### src/design/assert_macros.svh
// Concurrent assertion helpers, clocked on aclk and muted in reset
`ifndef ASSERT_MACROS_SVH
`define ASSERT_MACROS_SVH

`define PTCF_ASSERT(label, prop, msg) \
    label: assert property (@(posedge aclk) disable iff (!aresetn) (prop)) \
        else $error(msg);

`define PTCF_ASSERT_NEXT(label, ante, cons, msg) \
    label: assert property (@(posedge aclk) disable iff (!aresetn) (ante) |=> (cons)) \
        else $error(msg);

`endif

### src/design/ptcf_pkg.sv
package ptcf_pkg;

    localparam int FrameLen   = 7;
    localparam int QueueDepth = 2;
    localparam int QPtrW      = $clog2(QueueDepth);
    localparam int QCntW      = $clog2(QueueDepth + 1);
    localparam int IdxW       = $clog2(FrameLen);

    localparam logic [1:0] FUNC_MOVE   = 2'd0;
    localparam logic [1:0] FUNC_PRESET = 2'd1;
    localparam logic [1:0] FUNC_MODE   = 2'd2;
    localparam logic [1:0] FUNC_NONE   = 2'd3;

    localparam logic [2:0] DIR_UP    = 3'd0;
    localparam logic [2:0] DIR_DOWN  = 3'd1;
    localparam logic [2:0] DIR_LEFT  = 3'd2;
    localparam logic [2:0] DIR_RIGHT = 3'd3;

    localparam logic [7:0] CMD_UP    = 8'h08;
    localparam logic [7:0] CMD_DOWN  = 8'h10;
    localparam logic [7:0] CMD_LEFT  = 8'h04;
    localparam logic [7:0] CMD_RIGHT = 8'h02;

    localparam logic [1:0] ACT_STORE  = 2'd0;
    localparam logic [1:0] ACT_RECALL = 2'd1;
    localparam logic [1:0] ACT_ERASE  = 2'd2;

    localparam logic [7:0] CMD_STORE  = 8'h03;
    localparam logic [7:0] CMD_RECALL = 8'h07;
    localparam logic [7:0] CMD_ERASE  = 8'h05;

    localparam logic [7:0] SYNC_BYTE = 8'hFF;
    localparam logic [7:0] AUTO_CMD1 = 8'h90;
    localparam logic [6:0] MAX_SPEED = 7'd100;
    // 63/100 as a 16-bit fraction, exact for floor() over speeds 0..100
    localparam logic [15:0] SPEED_RECIP = 16'd41288;

    typedef struct packed {
        logic [7:0] address;
        logic [7:0] cmd1;
        logic [7:0] cmd2;
        logic [7:0] data1;
        logic [7:0] data2;
    } frame_fields_t;

    typedef struct packed {
        logic             full;
        logic             empty;
        logic [QCntW-1:0] count;
    } queue_status_t;

    function automatic logic [7:0] dir_code(input logic [2:0] dir);
        logic [7:0] code;
        unique case (dir)
            DIR_UP:    code = CMD_UP;
            DIR_DOWN:  code = CMD_DOWN;
            DIR_LEFT:  code = CMD_LEFT;
            DIR_RIGHT: code = CMD_RIGHT;
            default:   code = 8'h00;
        endcase
        return code;
    endfunction

    function automatic logic [7:0] preset_code(input logic [1:0] act);
        logic [7:0] code;
        unique case (act)
            ACT_STORE:  code = CMD_STORE;
            ACT_RECALL: code = CMD_RECALL;
            ACT_ERASE:  code = CMD_ERASE;
            default:    code = 8'h00;
        endcase
        return code;
    endfunction

    function automatic logic [7:0] speed_scale(input logic [7:0] spd);
        logic [6:0]  s;
        logic [22:0] p;
        s = (spd > 8'(MAX_SPEED)) ? MAX_SPEED : spd[6:0];
        p = 23'(s) * 23'(SPEED_RECIP);
        return {2'b00, p[21:16]};
    endfunction

endpackage

### src/design/ptcf_front.sv
module ptcf_front
    import ptcf_pkg::*;
(
    input  logic          aclk,
    input  logic          aresetn,
    input  logic          in_valid,
    output logic          in_ready,
    input  logic [1:0]    func,
    input  logic [7:0]    address,
    input  logic [2:0]    direction,
    input  logic [7:0]    speed,
    input  logic [1:0]    preset_action,
    input  logic [7:0]    preset_number,
    input  logic          auto_mode,
    input  queue_status_t q_status,
    output logic          push_valid,
    output frame_fields_t push_fields
);

    logic          valid_reg, valid_next;
    frame_fields_t ent_reg, ent_next;
    frame_fields_t ent_new;
    logic          take;

    assign in_ready    = !valid_reg || !q_status.full;
    assign take        = in_valid && in_ready;
    assign push_valid  = valid_reg;
    assign push_fields = ent_reg;

    always_comb begin
        ent_new         = '0;
        ent_new.address = address;
        unique case (func)
            FUNC_MOVE: begin
                ent_new.cmd2  = dir_code(direction);
                ent_new.data1 = speed_scale(speed);
            end
            FUNC_PRESET: begin
                ent_new.cmd2  = preset_code(preset_action);
                ent_new.data2 = preset_number;
            end
            FUNC_MODE: begin
                ent_new.cmd1 = auto_mode ? AUTO_CMD1 : 8'h00;
            end
            default: begin
                ent_new = '0;
            end
        endcase
    end

    always_comb begin
        valid_next = valid_reg;
        ent_next   = ent_reg;
        if (take) begin
            valid_next = (func != FUNC_NONE);
            ent_next   = ent_new;
        end else if (valid_reg && !q_status.full) begin
            valid_next = 1'b0;
        end
    end

    always_ff @(posedge aclk) begin
        if (!aresetn) begin
            valid_reg <= 1'b0;
        end else begin
            valid_reg <= valid_next;
        end
        ent_reg <= ent_next;
    end

endmodule

### src/design/ptcf_queue.sv
module ptcf_queue
    import ptcf_pkg::*;
(
    input  logic          aclk,
    input  logic          aresetn,
    input  logic          push,
    input  frame_fields_t push_fields,
    input  logic          pop,
    output frame_fields_t head_fields,
    output queue_status_t status
);

    frame_fields_t    mem [QueueDepth];
    logic [QPtrW-1:0] wr_ptr_reg, wr_ptr_next;
    logic [QPtrW-1:0] rd_ptr_reg, rd_ptr_next;
    logic [QCntW-1:0] count_reg, count_next;
    logic             do_push, do_pop;

    assign status.full  = (count_reg == QCntW'(QueueDepth));
    assign status.empty = (count_reg == '0);
    assign status.count = count_reg;
    assign do_push      = push && !status.full;
    assign do_pop       = pop && !status.empty;
    assign head_fields  = mem[rd_ptr_reg];

    always_comb begin
        wr_ptr_next = wr_ptr_reg;
        rd_ptr_next = rd_ptr_reg;
        count_next  = count_reg;
        if (do_push) begin
            wr_ptr_next = (wr_ptr_reg == QPtrW'(QueueDepth - 1)) ? '0 : wr_ptr_reg + 1'b1;
        end
        if (do_pop) begin
            rd_ptr_next = (rd_ptr_reg == QPtrW'(QueueDepth - 1)) ? '0 : rd_ptr_reg + 1'b1;
        end
        if (do_push && !do_pop) begin
            count_next = count_reg + 1'b1;
        end else if (do_pop && !do_push) begin
            count_next = count_reg - 1'b1;
        end
    end

    always_ff @(posedge aclk) begin
        if (!aresetn) begin
            wr_ptr_reg <= '0;
            rd_ptr_reg <= '0;
            count_reg  <= '0;
        end else begin
            wr_ptr_reg <= wr_ptr_next;
            rd_ptr_reg <= rd_ptr_next;
            count_reg  <= count_next;
        end
    end

    always_ff @(posedge aclk) begin
        if (do_push) begin
            mem[wr_ptr_reg] <= push_fields;
        end
    end

endmodule

### src/design/ptcf_back.sv
module ptcf_back
    import ptcf_pkg::*;
(
    input  logic          aclk,
    input  logic          aresetn,
    input  queue_status_t q_status,
    input  frame_fields_t head_fields,
    output logic          pop,
    output logic          out_valid,
    input  logic          out_ready,
    output logic [7:0]    frame_byte,
    output logic          last_byte
);

    logic [FrameLen*8-1:0] frame_reg, frame_next;
    logic [IdxW-1:0]       idx_reg, idx_next;
    logic                  busy_reg, busy_next;
    logic [7:0]            checksum;
    logic                  advance;

    assign out_valid  = busy_reg;
    assign frame_byte = frame_reg[7:0];
    assign last_byte  = (idx_reg == IdxW'(FrameLen - 1));
    assign advance    = busy_reg && out_ready;
    assign pop        = !q_status.empty && (!busy_reg || (advance && last_byte));
    assign checksum   = head_fields.address + head_fields.cmd1 + head_fields.cmd2
                      + head_fields.data1 + head_fields.data2;

    always_comb begin
        frame_next = frame_reg;
        idx_next   = idx_reg;
        busy_next  = busy_reg;
        if (pop) begin
            frame_next = {checksum, head_fields.data2, head_fields.data1,
                          head_fields.cmd2, head_fields.cmd1, head_fields.address,
                          SYNC_BYTE};
            idx_next   = '0;
            busy_next  = 1'b1;
        end else if (advance) begin
            frame_next = {8'h00, frame_reg[FrameLen*8-1:8]};
            idx_next   = idx_reg + 1'b1;
            busy_next  = !last_byte;
        end
    end

    always_ff @(posedge aclk) begin
        if (!aresetn) begin
            busy_reg <= 1'b0;
            idx_reg  <= '0;
        end else begin
            busy_reg <= busy_next;
            idx_reg  <= idx_next;
        end
        frame_reg <= frame_next;
    end

endmodule

### src/design/pan_tilt_command_framer.sv
// channel | dir | width | contents
// s_      | in  | 32    | one request: kind, address, move, preset and mode fields
// m_      | out | 8 + 1 | one frame byte, tlast on the checksum byte
//
// A request emits 7 bytes, one per cycle while m_tready is high; the byte
// serializer in the back end paces the requests.
// A request passes the front register, the queue and the serializer before its first byte.
// Reset (aresetn low, synchronous) empties the front register, queue and serializer.
// A stalled m_ side fills the two-entry queue, then the front register, then
// drops s_tready; requests of the unused kind are taken and dropped.
`include "assert_macros.svh"

module pan_tilt_command_framer
    import ptcf_pkg::*;
(
    input  logic        aclk,
    input  logic        aresetn,
    input  logic        s_tvalid,
    output logic        s_tready,
    // [1:0] func, [9:2] address, [12:10] direction, [20:13] speed,
    // [22:21] preset_action, [30:23] preset_number, [31] auto_mode
    input  logic [31:0] s_tdata,
    output logic        m_tvalid,
    input  logic        m_tready,
    // [7:0] frame_byte
    output logic [7:0]  m_tdata,
    output logic        m_tlast
);

    queue_status_t q_status;
    frame_fields_t push_fields;
    frame_fields_t head_fields;
    logic          push_valid;
    logic          pop;

    ptcf_front u_front (
        .aclk          (aclk),
        .aresetn       (aresetn),
        .in_valid      (s_tvalid),
        .in_ready      (s_tready),
        .func          (s_tdata[1:0]),
        .address       (s_tdata[9:2]),
        .direction     (s_tdata[12:10]),
        .speed         (s_tdata[20:13]),
        .preset_action (s_tdata[22:21]),
        .preset_number (s_tdata[30:23]),
        .auto_mode     (s_tdata[31]),
        .q_status      (q_status),
        .push_valid    (push_valid),
        .push_fields   (push_fields)
    );

    ptcf_queue u_queue (
        .aclk        (aclk),
        .aresetn     (aresetn),
        .push        (push_valid),
        .push_fields (push_fields),
        .pop         (pop),
        .head_fields (head_fields),
        .status      (q_status)
    );

    ptcf_back u_back (
        .aclk        (aclk),
        .aresetn     (aresetn),
        .q_status    (q_status),
        .head_fields (head_fields),
        .pop         (pop),
        .out_valid   (m_tvalid),
        .out_ready   (m_tready),
        .frame_byte  (m_tdata),
        .last_byte   (m_tlast)
    );

    `PTCF_ASSERT(a_queue_bound, q_status.count <= QCntW'(QueueDepth), "queue overfilled")
    `PTCF_ASSERT_NEXT(a_frame_contig, m_tvalid && m_tready && !m_tlast, m_tvalid,
        "frame broken before checksum byte")
    `PTCF_ASSERT_NEXT(a_frame_chain, m_tvalid && m_tready && m_tlast && !q_status.empty,
        m_tvalid && m_tdata == SYNC_BYTE, "queued frame not started after checksum byte")
    `PTCF_ASSERT(a_pop_legal, !(pop && q_status.empty), "pop from empty queue")

endmodule
### config.mk
export PLATFORM = sky130hd
export DESIGN_NAME = pan_tilt_command_framer
export DESIGN_NICKNAME = d
export VERILOG_FILES = /design/src/design/ptcf_pkg.sv /design/src/design/ptcf_front.sv /design/src/design/ptcf_queue.sv /design/src/design/ptcf_back.sv /design/src/design/pan_tilt_command_framer.sv
export VERILOG_INCLUDE_DIRS = /design/src /design/src/design
export SDC_FILE = /design/constraint.sdc
export NUM_CORES = 1
export LEC_CHECK = 0
export ABC_AREA = 1
export BUFFER_PORTS_ARGS = -buffer_cell sky130_fd_sc_hd__buf_2
export CAP_MARGIN = 10
export CORE_ASPECT_RATIO = 1.25
export CORE_MARGIN = 2
export CORE_UTILIZATION = 30
export DETAILED_ROUTE_END_ITERATION = 10
export GPL_TIMING_DRIVEN = 0
export HOLD_SLACK_MARGIN = 0.15
export PLACE_DENSITY = 0.48
export SLEW_MARGIN = 15
export SYNTH_ARGS = -nofsm -noshare
export SYNTH_HDL_FRONTEND = slang
export SYNTH_SLANG_ARGS = --single-unit
### constraint.sdc
create_clock -name aclk -period 5.8 [get_ports aclk]
set_input_delay 0.58 -clock aclk [delete_from_list [all_inputs] [get_ports aclk]]
set_output_delay 0.58 -clock aclk [all_outputs]
set_load 0.05 [all_outputs]
# == Yosys cells after proc, flatten, opt, wreduce, memory -nomap -nowiden ==
# Memories as Yosys holds them, arrays and structs flattened. A register that Yosys moved wholly into a read port is not among the register bits.
# Index checks and enable logic that the tools add are counted.
# classes
add_sub_neg,9
multipliers,1
n_lt_le_gt_ge,1
eq_ne,10
n_mux,19
bitwise_logic,1
reduce_logical,26
# op_table
op,count
$mux 56,2
$add 8x8->8,4
$pmux 5 s4,1
$mul 7x13->19 const B,1
$mux 1,10
$pmux 5 s2,1
$pmux 3 s3,1
$gt 8x7->1 const B,1
$logic_and 1x1->1,8
$mux 8,1
$logic_not 1->1,7
$mux 7,1
$eq 2x2->1 const B,3
$eq 3x2->1 const B,2
$logic_not 2->1,3
$reduce_bool 2->1,3
$eq 2x1->1 const B,2
$mux 2,2
$add 3x1->3 const B,1
$eq 3x1->1 const B,1
$eq 3x3->1 const B,1
$logic_not 3->1,1
$reduce_or 3->1,1
$add 1x1->1 const B,2
other kinds (6),7
# totals
regBits,105
mem_bits_rw,80
input_bits,36
out_inout_bits,11
word_cells,82
n_memories,1
# memory_table
memory,words,width,rd,rd_ports_with_merged_regs,write_ports,line_no,rtl
u_queue.mem,2,40,1,1,1,ptcf_queue.sv:13,frame_fields_t mem [QueueDepth];

# == Longest topological paths before layout ==
# Gate-level depths: netlist of the first run.
# depth
word_depth,8
ltp_mapped,25
mapped_depth_nobuf,25

# == Modules after synthesis ==
# From an unflattened synthesis of the first run, not the netlist that was laid out.
# hier_totals
cells_unflattened,824
area_unflattened_um2,9221.3
# modules_own_cells
mod,instances,cells_each,area_per_inst_um2,seq_area_each_um2
ptcf_back,1,383,3746.1,1681.6
ptcf_queue,1,162,3143.0,2502.4
ptcf_front,1,279,2332.2,860.8

# == Worst setup path before layout of the first run ==
# No wires, ideal clock.
# synth_path
kind,register -> register
from,"register u_back.busy_reg, in the netlist u_back.out_valid"
to,"register u_back.frame_reg[10], enable pin"
setup_ns,0.520
t_arrival_ns,3.969
required_ns,5.280
slack_ns,1.311
path_stages_with_launch,2
path_buffers,0
period_less_slack_ns,4.489
path_cell_list,dfxtp_1 -> o21ai_0
# synth_between
elab_chain_len,5
elab_cells_between_ends,6
cone_classes,reduce/logical (6)
# synth_lines
element,line_no,rtl
"start, declared",ptcf_back.sv:17,"logic busy_reg, busy_next;"
"start signal, assigned",ptcf_back.sv:51,busy_reg <= busy_next;
$logic_and 1x1->1,ptcf_back.sv:24,assign advance = busy_reg && out_ready;
$logic_and 1x1->1,ptcf_back.sv:25,assign pop = !q_status.empty && (!busy_reg || (advance && last_byte));
$logic_or 1x1->1,ptcf_back.sv:25,
$logic_and 1x1->1,ptcf_back.sv:25,
$reduce_bool 2->1 (no line) *,--,
"end signal, assigned",ptcf_back.sv:54,frame_reg <= frame_next;
"end, declared",ptcf_back.sv:15,"logic [FrameLen*8-1:0] frame_reg, frame_next;"
# Every way passes the cells marked *; elsewhere a longest branch is shown, timed or not.
# A chain may end at the register's enable or synchronous reset.

==> results of run 1 <==
==> cell type report <==
class | instances | area share, %
multi-input combinational | 479 | 31.4
inverter | 81 | 3.41
buffer | 27 | 1.66
clock inverter | 15 | 1.98
tap | 330 | 4.64
clock buffer | 17 | 4.78
sequential | 150 | 48.5
timing repair buffer | 50 | 3.57
==> metrics by stage <==
step / hold WS (ns) / cells / total power (uW)
floorplan: 0.421 / 737 / 3280
global placement: 0.423 / 1113 / 3780
detailed placement: 0.431 / 1117 / 3840
CTS: 0.402 / 1149 / 4980
global route: 0.442 / 1149 / 5340
finish: 0.416 / 1149 / 4890
==> critical path, cell delays in order, from the launching register on <==
cell      delay [ns]
dfxtp_1         0.37
buf_6           0.18
clkbuf_1        0.39
nand2_1         0.09
nand2_1         0.17
fa_1            0.46
fa_1            0.54
inv_1           0.05
fa_1            0.53
inv_1           0.04
ha_1            0.26
inv_1           0.05
o21bai_1        0.22
a21oi_1         0.11
o21bai_1        0.21
nand3_2         0.08
nand2_1         0.06
nor2_1          0.04
==> cells by family after synthesis <==
family          synth area share [%]
mux                            0.265
compound gates                  3.73
simple gates                    19.2
fa+ha+maj                       12.8
flops                           57.3
xor+xnor                       0.796
buf+inv                         5.98
==> report_power, final <==
| group | leakage (uW) | switching (uW) | internal, uW |
|---|---|---|---|
| combinational | 0.00219 | 1350 | 768 |
| clock | 0.000297 | 447 | 679 |
| sequential | 0.00143 | 86.1 | 1570 |
| total | 0.00392 | 1880 | 3010 |
==> how the worst max path moves through the flow <==
stage / end / slack [ns]
6_report: u_back.frame_reg[55] / 1.69
5_1_grt: u_back.frame_reg[55] / 1.37
4_1_cts: u_back.frame_reg[55] / 1.67
3_5_place_dp: u_front.push_fields[13] / 1.50
3_3_place_gp: u_back.frame_reg[34] / -0.47
2_1_floorplan: u_back.frame_reg[10] / 1.31
==> routing by layer <==
metal  track usage, %  share of wire [%]  vias to the layer above  routed length, um
li1                 -                  -                     2580                  -
met1             14.1                 44                     2324               6710
met2             21.4                 52                       61               7840
met3             1.89                2.1                       18                325
met4             5.10                1.8                        0                280
met5                0                  0                        -                  0
==> cell usage in the layout (no fill, tap or decap), drive strengths merged, types with 2 or more instances in the layout <==
master	n
mux2i	2
a31oi	2
fa	15
nor3	6
a21oi	26
edfxtp	132
xnor2	2
nand3	54
nand2	212
inv	84
buf	66
clkbuf	28
nor2	69
o21bai	2
ha	53
or2	4
xor2	4
nor4	2
clkinv	8
bufinv	3
nand4	2
dfxtp	18
o21ai	21
==> results.md, run 1 <==
* Global-route usage over all layers at 11.9%
* Reg-to-reg critical path endpoint: u_back.frame_reg[55]
* Critical path type: flop to flop
* Routability Congestion at 0.816
* Depth of the worst register-to-register path at 17
* Clock sink count at 150
* Footprint of the multi-input gates at 2800 um^2
* Initial antenna violation count at 0
* Worst hold path startpoint: s_tvalid
* WHS Path Cells at 3
* Num CTS Buffers at 17
* Max-cap violations at 0
* Die H at 181 um
* Post-synth ARST share at 0%
* Synth area leaders: edfxtp_1 53%, nand2_1 10%, ha_1 8.8%, dfxtp_1 4.8%, fa_1 4.0%
* P&R area growth vs syn at 18.0%
* # Post-CTS Setup Buffers at 0
* CP required at 5.99 ns
* CTS Buffer Depth at 2
* Clk_lat worst skew at 0.43 ns
* Commonest cells post-synth: 205 x nand2_1, 132 x edfxtp_1, 79 x inv_1, 69 x nor2_1
* Flop-to-flop setup slack at 1.69 ns
* Rel. slew slack at 30.6%
* Die ar. at 26500 um^2
* Synthesized cell area at 7550 um^2
* CTS root buf: clkbuf_16
* Share of cells above drive strength 1 at 13.9%
* DR pass1 iterations at 4
* Fmax at 0.244 GHz
* Synth unique cells at 35
* I/O pins at 47
* Drt first-iter violations at 258
* Starting density of the core at 30.7%
* Fillers at 2516
* First-pass GRT wire length at 24.6 mm
* TNS Setup at 0 ns
* Routed len/inst at 13.2 um
* FF/Latch Area at 4320 um^2
* Ant. Diodes at 0
* Final worst path period share at 70.8%
* Status: completed
* Worst VDD drop at 0.243 mV
* Worst-path fanout max at 10
* Worst min-delay path endpoint: u_front.push_valid
* Yosys top cell area share at 52.5%
* Worst setup SP type: flop
* ANT nets after route at 0
* Arr. time, crit path at 4.29 ns
* Clock-pin slew on the worst setup and hold paths at 0.06 ns
* Via count at 4983
* Num rows at 64
* Leak Pwr at 0.00392 uW
* Post-route DRC at 0
* Hold-fix buffers, CTS at 0
* Depth of the CTS H-tree at 4
* Count of input and output buffers at 46
* Vias/cell at 4.34
* Top-count cell post-synth: nand2_1
* Final min period at 4.11 ns
* Vias in the first global route at 4937
* Finished Cell Area at 8910 um^2
* Final #Nets at 910
* Post-Syn Area per Cell at 10.2 um^2
* CTS tree: built
* Pin count of the biggest net entering global routing at 29
* #FFs+latches synth at 150
* Endpoints failing setup at 0
* Die W at 146 um
* Cells after synthesis at 737
* Min-delay worst type: input pin to flop
* Synth Warn # at 0
* Power Density at 549 nW/um^2
* Syn nets at 841
* Final Util at 36.2%
* Cell taking the most area after synthesis: edfxtp_1
* WL final at 15.2 mm
* RSZ-0062 raised after global routing: false
* Post-synthesis sequential area ratio at 57.3%
* Setup WS post-layout at 1.69 ns
* Number of synthesized flops with an enable pin at 132
* Clock Skew at 0.00809 ns
* Pre-CTS setup slack at 1.50 ns
* Post-CTS sizing at 0
* Hold Fails Final Rpt at 0
* Critical path capture point type: flop
* Max-slew violation count at 0
* Post-place instance area at 8310 um^2
* Post-DP HPWL at 11.5 mm
* Dominant synthesized flop cell: edfxtp_1
* Overflow left after global routing at 0
* Slew @ Worst Pin at 1.04 ns
* Core area at 24600 um^2
No activity file was read; power rests on OpenSTA's default activity.
==> run 2, diff against run 1 <==
--- a/config.mk
+++ b/config.mk
@@ -6,7 +6,7 @@
 export SDC_FILE = /design/constraint.sdc
 export NUM_CORES = 1
 export LEC_CHECK = 0
-export ABC_AREA = 1
+export ABC_AREA = 0
 export BUFFER_PORTS_ARGS = -buffer_cell sky130_fd_sc_hd__buf_2
 export CAP_MARGIN = 10
 export CORE_ASPECT_RATIO = 1.25
@@ -15,7 +15,7 @@
 export DETAILED_ROUTE_END_ITERATION = 10
 export GPL_TIMING_DRIVEN = 0
 export HOLD_SLACK_MARGIN = 0.15
-export PLACE_DENSITY = 0.48
+export PLACE_DENSITY = 0.5
 export SLEW_MARGIN = 15
 export SYNTH_ARGS = -nofsm -noshare
 export SYNTH_HDL_FRONTEND = slang
==> constraint.sdc (replaced) <==
create_clock -name aclk -period 3.7 [get_ports aclk]
set_input_delay 0.37 -clock aclk [delete_from_list [all_inputs] [get_ports aclk]]
set_output_delay 0.37 -clock aclk [all_outputs]
set_load 0.05 [all_outputs]
==> results.md, run 2 <==
* Hold Fails Final Rpt at 0 (unchanged)
* Cell taking the most area after synthesis: edfxtp_1
* Count of input and output buffers at 46 (unchanged)
* Rel. slew slack at 38.7% (+8.1 points)
* Critical path capture point type: flop
* Post-synth ARST share at 0% (unchanged)
* Synth Warn # at 0 (unchanged)
* Post-DP HPWL at 10.7 mm (-6.7%)
* Global-route usage over all layers at 11.5% (-0.48 points)
* Max incr delay on CP at 0.58 ns (+0.04 ns)
* Slew @ Worst Pin at 0.918 ns (-0.117 ns)
* Final #Nets at 728 (-20%)
* Depth of the worst register-to-register path at 14 (-3)
* Arr. time, crit path at 3.71 ns (-0.58 ns)
* Core area at 24400 um^2 (-0.65%)
* Syn nets at 653 (-22%)
* Endpoints failing setup at 0 (unchanged)
* Most common cell after layout, fill and taps aside: edfxtp_1
* Initial antenna violation count at 1 (+1)
* TNS Setup at 0 ns (unchanged)
* Worst-path fanout max at 4 (-6)
* CTS Buffer Depth at 2 (unchanged)
* Dominant synthesized flop cell: edfxtp_1
* Critical path type: flop to flop
* Die W at 145 um (-0.62%)
* Share of cells above drive strength 1 at 27.3% (+13 points)
* Routability Congestion at 0.821 (+0.59%)
* Vias in the first global route at 4592 (-7.0%)
* Die ar. at 26100 um^2 (-1.2%)
* DR pass1 iterations at 4 (unchanged)
* Final min period at 3.56 ns (-0.550 ns)
* Clock-pin slew on the worst setup and hold paths at 0.07 ns (about the same)
* Max-slew violation count at 0 (unchanged)
* Post-synthesis sequential area ratio at 58.0% (+0.74 points)
* Clock Skew at 0.0118 ns (+0.00375 ns)
* Via count at 4291 (-14%)
* Family with the most delay on the worst path: adder cells
* #FFs+latches synth at 150 (unchanged)
* Top-count cell post-synth: edfxtp_1
* Drt first-iter violations at 192 (-26%)
* Hold-fix buffers, CTS at 0 (unchanged)
* Clk_lat worst skew at 0.42 ns (about the same)
* ANT nets after route at 0 (unchanged)
* Worst setup SP type: flop
* CP required at 3.85 ns (-2.14 ns)
* Vias/cell at 4.44 (+2.3%)
* Routed len/inst at 15.0 um (+13%)
* Power Density at 836 nW/um^2 (+52%)
* WHS Path Cells at 2 (-1)
* RSZ-0062 raised after global routing: true
* Min-delay worst type: input pin to flop
* CTS root buf: clkbuf_16
* Fmax at 0.281 GHz (+15%)
* I/O pins at 47 (unchanged)
* Post-route DRC at 0 (unchanged)
* Worst hold slack at 0.224 ns (-0.192 ns)
* Overflow left after global routing at 0 (unchanged)
* Max-cap violations at 0 (unchanged)
* WL final at 14.5 mm (-4.6%)
* Yosys top cell area share at 53.2% (+0.68 points)
* Number of synthesized flops with an enable pin at 132 (unchanged)
* Slowest cell on crit path: fa_2
* Cells after synthesis at 549 (-26%)
* Pin count of the biggest net entering global routing at 29 (unchanged)
* Most frequent CP cell: fa_2
* Worst hold path startpoint: s_tdata[5]
* Most frequent cells in the layout: 132 x edfxtp_1, 50 x buf_2, 49 x ha_1, 41 x mux2_2, 35 x and3_1
* Worst VDD drop at 0.390 mV (+61%)
* Worst min-delay path endpoint: u_front.push_fields[35]
* P&R area growth vs syn at 20.9%
* Ant. Diodes at 0 (unchanged)
* CTS tree: built
* Flop-to-flop setup slack at 0.14 ns (-1.55 ns)
* Final worst path period share at 96.1% (+25 points)
* Leak Pwr at 0.00367 uW (-6.2%)
* Starting density of the core at 30.5% (-0.19 points)
* Post-Syn Area per Cell at 13.6 um^2 (+33%)
* Depth of the CTS H-tree at 4 (unchanged)
* Final Util at 36.9% (+0.65 points)
* Synth area leaders: edfxtp_1 53%, ha_1 8.9%, mux2_2 7.3%, dfxtp_1 4.8%, fa_1 4.0%
* Num rows at 64 (unchanged)
* Synthesized cell area at 7450 um^2 (-1.3%)
* Status: completed
* Crit-path cells: buf_12, buf_16, mux2_4, fa_2, fa_2, ha_4, ha_4, inv_1, fa_2, inv_1, a21o_1, a21oi_2, xor2_1, nor2_1
* Commonest cells post-synth: 132 x edfxtp_1, 53 x ha_1, 48 x mux2_2, 36 x and3_1, 32 x nand2_1
* Num CTS Buffers at 17 (unchanged)
* Synth unique cells at 46 (+31%)
* Reg-to-reg critical path endpoint: u_back.frame_reg[54]
* Clock sink count at 150 (unchanged)
* First-pass GRT wire length at 23.3 mm (-5.5%)
* Die H at 180 um (-0.63%)
* WP buf/inv at 4 (-1)
==> run 2: cell count changes in the layout (fill, tap and decap cells not counted), sizes merged, moves of 36 or more <==
cell	delta
nor2	-45
nand3	-40
inv	-54
mux2	+48
and3	+36
nand2	-180
==> run 2: kinds of logic after synthesis <==
kind of cell               Yosys count  synth area share, %
and+or+nand+nor                    156                 11.5
DFF                                150                 58.0
adders and majority gates           68                 12.9
buffers and inverters               55                 3.27
muxes                               52                 7.79
AOI/OAI and AO/OA                   47                 4.00
xor gates and xnor gates            21                 2.47
==> run 2: per-layer routing <==
layer | global-route usage (%) | wire length [um]
met1 | 12.2 | 5960
met2 | 21.7 | 7880
met3 | 2.56 | 378
met4 | 4.75 | 231
met5 | 0 | 13
==> run 2: area by class of cell <==
cell class / instances / area, um^2
inverter: 28 / 105
clock inverter: 10 / 91.3
tap: 330 / 413
clock buffer: 22 / 497
multi-input combinational: 344 / 3010
timing repair buffer: 57 / 402
sequential: 150 / 4330
fill: 2340 / 15400
buffer: 26 / 160
==> run 2: worst max-delay path by stage <==
stage,end,from,cells after the start,slack [ns]
CTS,u_back.frame_reg[55],flop,13,0.003
global placement,u_back.frame_reg[55],flop,13,-0.35
finish,u_back.frame_reg[54],flop,14,0.14
detailed placement,u_back.frame_reg[55],flop,13,-0.35
floorplan,u_back.frame_reg[55],flop,14,0.02
global route,u_back.frame_reg[55],flop,13,-0.01
==> run 2: timing repair <==
action                                  4_1_cts  5_1_grt
pin swaps                                     6       12
cloned                                        1        0
gates resized for setup                      15       13
buffers inserted                              6        1
endpoints found under the hold margin         0        0
endpoints found under the setup margin        3        2
==> run 2: through the flow <==
step                      setup slack (ns)  instance area, um^2  power (uW)  instances
after global routing               -0.0143                 9010        8100        967
after CTS                          0.00339                 8930        7470        966
final                                0.144                 9010        7540        967
after detailed placement            -0.355                 8230        5550        928
after global placement              -0.353                 8130        5380        925
after floorplan                     0.0228                 7490        4780        549
==> run 2: report_power, final <==
group	switching (uW)	total (uW)	leakage, uW	internal (uW)
Sequential	133	2580	0.00143	2450
Clock	670	1690	0.000287	1020
Combinational	1750	3260	0.00195	1520
Total	2550	7540	0.00367	4990
==> run 3, diff against run 2 <==
--- a/config.mk
+++ b/config.mk
@@ -10,7 +10,7 @@
 export BUFFER_PORTS_ARGS = -buffer_cell sky130_fd_sc_hd__buf_2
 export CAP_MARGIN = 10
 export CORE_ASPECT_RATIO = 1.25
-export CORE_MARGIN = 2
+export CORE_MARGIN = 4
 export CORE_UTILIZATION = 30
 export DETAILED_ROUTE_END_ITERATION = 10
 export GPL_TIMING_DRIVEN = 0
@@ -19,4 +19,5 @@
 export SLEW_MARGIN = 15
 export SYNTH_ARGS = -nofsm -noshare
 export SYNTH_HDL_FRONTEND = slang
+export SYNTH_HIERARCHICAL = 1
 export SYNTH_SLANG_ARGS = --single-unit
==> results.md, run 3 <==
* Initial antenna violation count at 0 (-1)
* WHS Path Cells at 3 (+1)
* Worst VDD drop at 0.512 mV (+32%)
* CP required at 3.86 ns (about the same)
* Ant. Diodes at 0 (unchanged)
* Clock-pin slew on the worst setup and hold paths at 0.06 ns (about the same)
* Top-count cell post-synth: edfxtp_1
* I/O pins at 47 (unchanged)
* First-pass GRT wire length at 28.0 mm (+20%)
* CTS Buffer Depth at 2 (unchanged)
* Family with the most delay on the worst path: adder cells
* Cells after synthesis at 684 (+25%)
* Dominant synthesized flop cell: edfxtp_1
* Critical path capture point type: flop
* CTS tree: built
* Min-delay worst type: input pin to flop
* Routed len/inst at 15.3 um (+2.6%)
* Clock sink count at 174 (+16%)
* Yosys top cell area share at 53.8% (+0.62 points)
* Worst-path fanout max at 7 (+3)
* Endpoints failing setup at 3 (+3)
* Share of cells above drive strength 1 at 26.8% (-0.50 points)
* Clk_lat worst skew at 0.43 ns (about the same)
* Drt first-iter violations at 327 (+70%)
* Num rows at 69 (+7.8%)
* Via count at 5144 (+20%)
* CTS root buf: clkbuf_16
* Post-route DRC at 0 (unchanged)
* Number of synthesized flops with an enable pin at 156 (+18%)
* RSZ-0062 raised after global routing: true
* P&R area growth vs syn at 18.6%
* Pre-CTS setup slack at -0.471 ns (-0.116 ns)
* Routability Congestion at 0.798 (-2.8%)
* DR pass1 iterations at 5 (+1)
* Die H at 198 um (+10%)
* Critical path type: flop to flop
* Cell taking the most area after synthesis: edfxtp_1
* Die W at 160 um (+11%)
* Fillers at 2822 (+21%)
* Core area at 28500 um^2 (+17%)
* Worst min-delay path endpoint: u_front/push_valid
* Max-cap violations at 0 (unchanged)
* Final Total Pwr at 8700 uW (+15%)
* Synthesized cell area at 8710 um^2 (+17%)
* Max-slew violation count at 0 (unchanged)
* Pin count of the biggest net entering global routing at 30 (+3.4%)
* Final worst path period share at 105% (+9.1 points)
* Rel. slew slack at 46.2% (+7.6 points)
* Vias/cell at 4.50 (+1.5%)
* Post-synthesis sequential area ratio at 57.9% (-0.078 points)
* Max incr delay on CP at 0.52 ns (-0.06 ns)
* Final #Nets at 880 (+21%)
* Final min period at 3.89 ns (+0.335 ns)
* Status: complete, but fails checks
* Crit-path cells: buf_12, mux2_4, inv_4, fa_2, fa_1, fa_1, inv_2, ha_4, inv_2, fa_2, nor2b_4, o31a_1, o22ai_2, xnor2_1, nor2_1
* Post-place instance area at 9540 um^2 (+16%)
* Setup WS post-layout at -0.191 ns (-0.335 ns)
* Slew @ Worst Pin at 0.804 ns (-0.114 ns)
* Vias in the first global route at 5181 (+13%)
* WP buf/inv at 4 (unchanged)
* Power Density at 843 nW/um^2 (+0.73%)
* Post-Syn Area per Cell at 12.7 um^2 (-6.2%)
* Largest register FFs at 80
* Finished Cell Area at 10300 um^2 (+15%)
* Overflow left after global routing at 0 (unchanged)
* Depth of the CTS H-tree at 4 (unchanged)
* Worst hold path startpoint: s_tvalid
* Reg-to-reg critical path endpoint: u_back/frame_reg[55]
* Arr. time, crit path at 4.05 ns (+0.34 ns)
* Synth unique cells at 58 (+26%)
* Post-synth ARST share at 0% (unchanged)
* Num CTS Buffers at 17 (unchanged)
* Most common cell after layout, fill and taps aside: edfxtp_1
* Worst setup SP type: flop
* Commonest cells post-synth: 156 x edfxtp_1, 70 x inv_1, 62 x nand2_1, 47 x ha_1, 40 x mux2_2
* Synth area leaders: edfxtp_1 54%, ha_1 6.8%, fa_1 5.3%, mux2_2 5.2%, dfxtp_1 4.1%
* Hold Fails Final Rpt at 0 (unchanged)
* #FFs+latches synth at 174 (+16%)
* Die ar. at 31800 um^2 (+22%)
* Fmax at 0.257 GHz (-8.6%)
* ANT nets after route at 0 (unchanged)
* Global-route usage over all layers at 11.4% (-0.036 points)
* Count of input and output buffers at 46 (unchanged)
* Worst hold slack at 0.202 ns (-0.0222 ns)
* Flop-to-flop setup slack at -0.19 ns (-0.33 ns)
* Slowest cell on crit path: fa_1
* Failing checks: negative setup slack
* Synth Warn # at 6 (+6)
* Leak Pwr at 0.00405 uW (+10%)
* Most frequent cells in the layout: 156 x edfxtp_1, 61 x nand2_1, 58 x buf_2, 55 x inv_1, 42 x ha_1
* Post-DP HPWL at 12.9 mm (+20%)
* Depth of the worst register-to-register path at 15 (+1)
* WL final at 17.5 mm (+21%)
* Starting density of the core at 30.6% (+0.045 points)
* Clock Skew at 0.00972 ns (-0.00212 ns)
==> run 3: per-stage QoR <==
stage / cells / TNS (ns) / util, %
final: 1142 / -0.304 / 36.2
after CTS: 1138 / -0.245 / 36.0
after detailed placement: 1099 / -1.80 / 33.5
after global routing: 1142 / -0.689 / 36.2
after global placement: 1095 / -3.27 / 33.2
after floorplan: 694 / -0.0161 / -
==> run 3: metal layers <==
metal	GRT usage [%]	vias to the layer above	wire, um
li1	-	2562	-
met1	12.6	2499	7160
met2	21.7	71	9540
met3	2.40	12	569
met4	4.05	0	250
met5	0	-	0
==> run 3: worst max-delay path by stage <==
stage	from	to	slack, ns	cells after the start
after floorplan	flop	u_back/frame_reg[54]	-0.01	15
final	flop	u_back/frame_reg[55]	-0.19	15
after CTS	flop	u_back/frame_reg[55]	-0.17	15
after global placement	flop	u_back/frame_reg[55]	-0.45	15
after detailed placement	flop	u_back/frame_reg[55]	-0.47	15
after global routing	flop	u_back/frame_reg[55]	-0.32	16
==> run 3: cells by family after synthesis <==
group,Yosys count,synth area share (%)
fa+ha+maj,70,12.0
other cells,1,0.0431
mux,42,5.40
flops,174,57.9
xor+xnor,17,1.71
compound gates,88,6.40
buf+inv,112,6.05
simple gates,180,10.4
==> run 3: timing repair <==
item                       CTS  global route
pin swaps                   13             6
cloned                       0             0
hold buffers                 0             0
resized for setup           31            10
setup endpoints to repair    4             3
buffers inserted             7             5
==> run 3: layout make-up <==
cell class	count	area [um^2]	area share (%)
clock inverters	11	75.1	0.727
clock buffers	21	493	4.77
well taps	355	444	4.30
repair buffers	61	394	3.82
multi-input cells	408	3290	31.9
inverters	71	274	2.65
flip-flops and latches	174	5050	48.9
plain buffers	41	305	2.96
==> run 3: tightest hold or removal path, cell delays in order <==
cell and delay [ns]:
buf_2 0.10, nand2_1 0.05, a21boi_1 0.05
==> run 3: power breakdown <==
part | total (uW) | internal (uW) | switching (uW)
Combinational | 4050 | 1790 | 2260
Clock | 1710 | 962 | 751
Sequential | 2940 | 2780 | 155
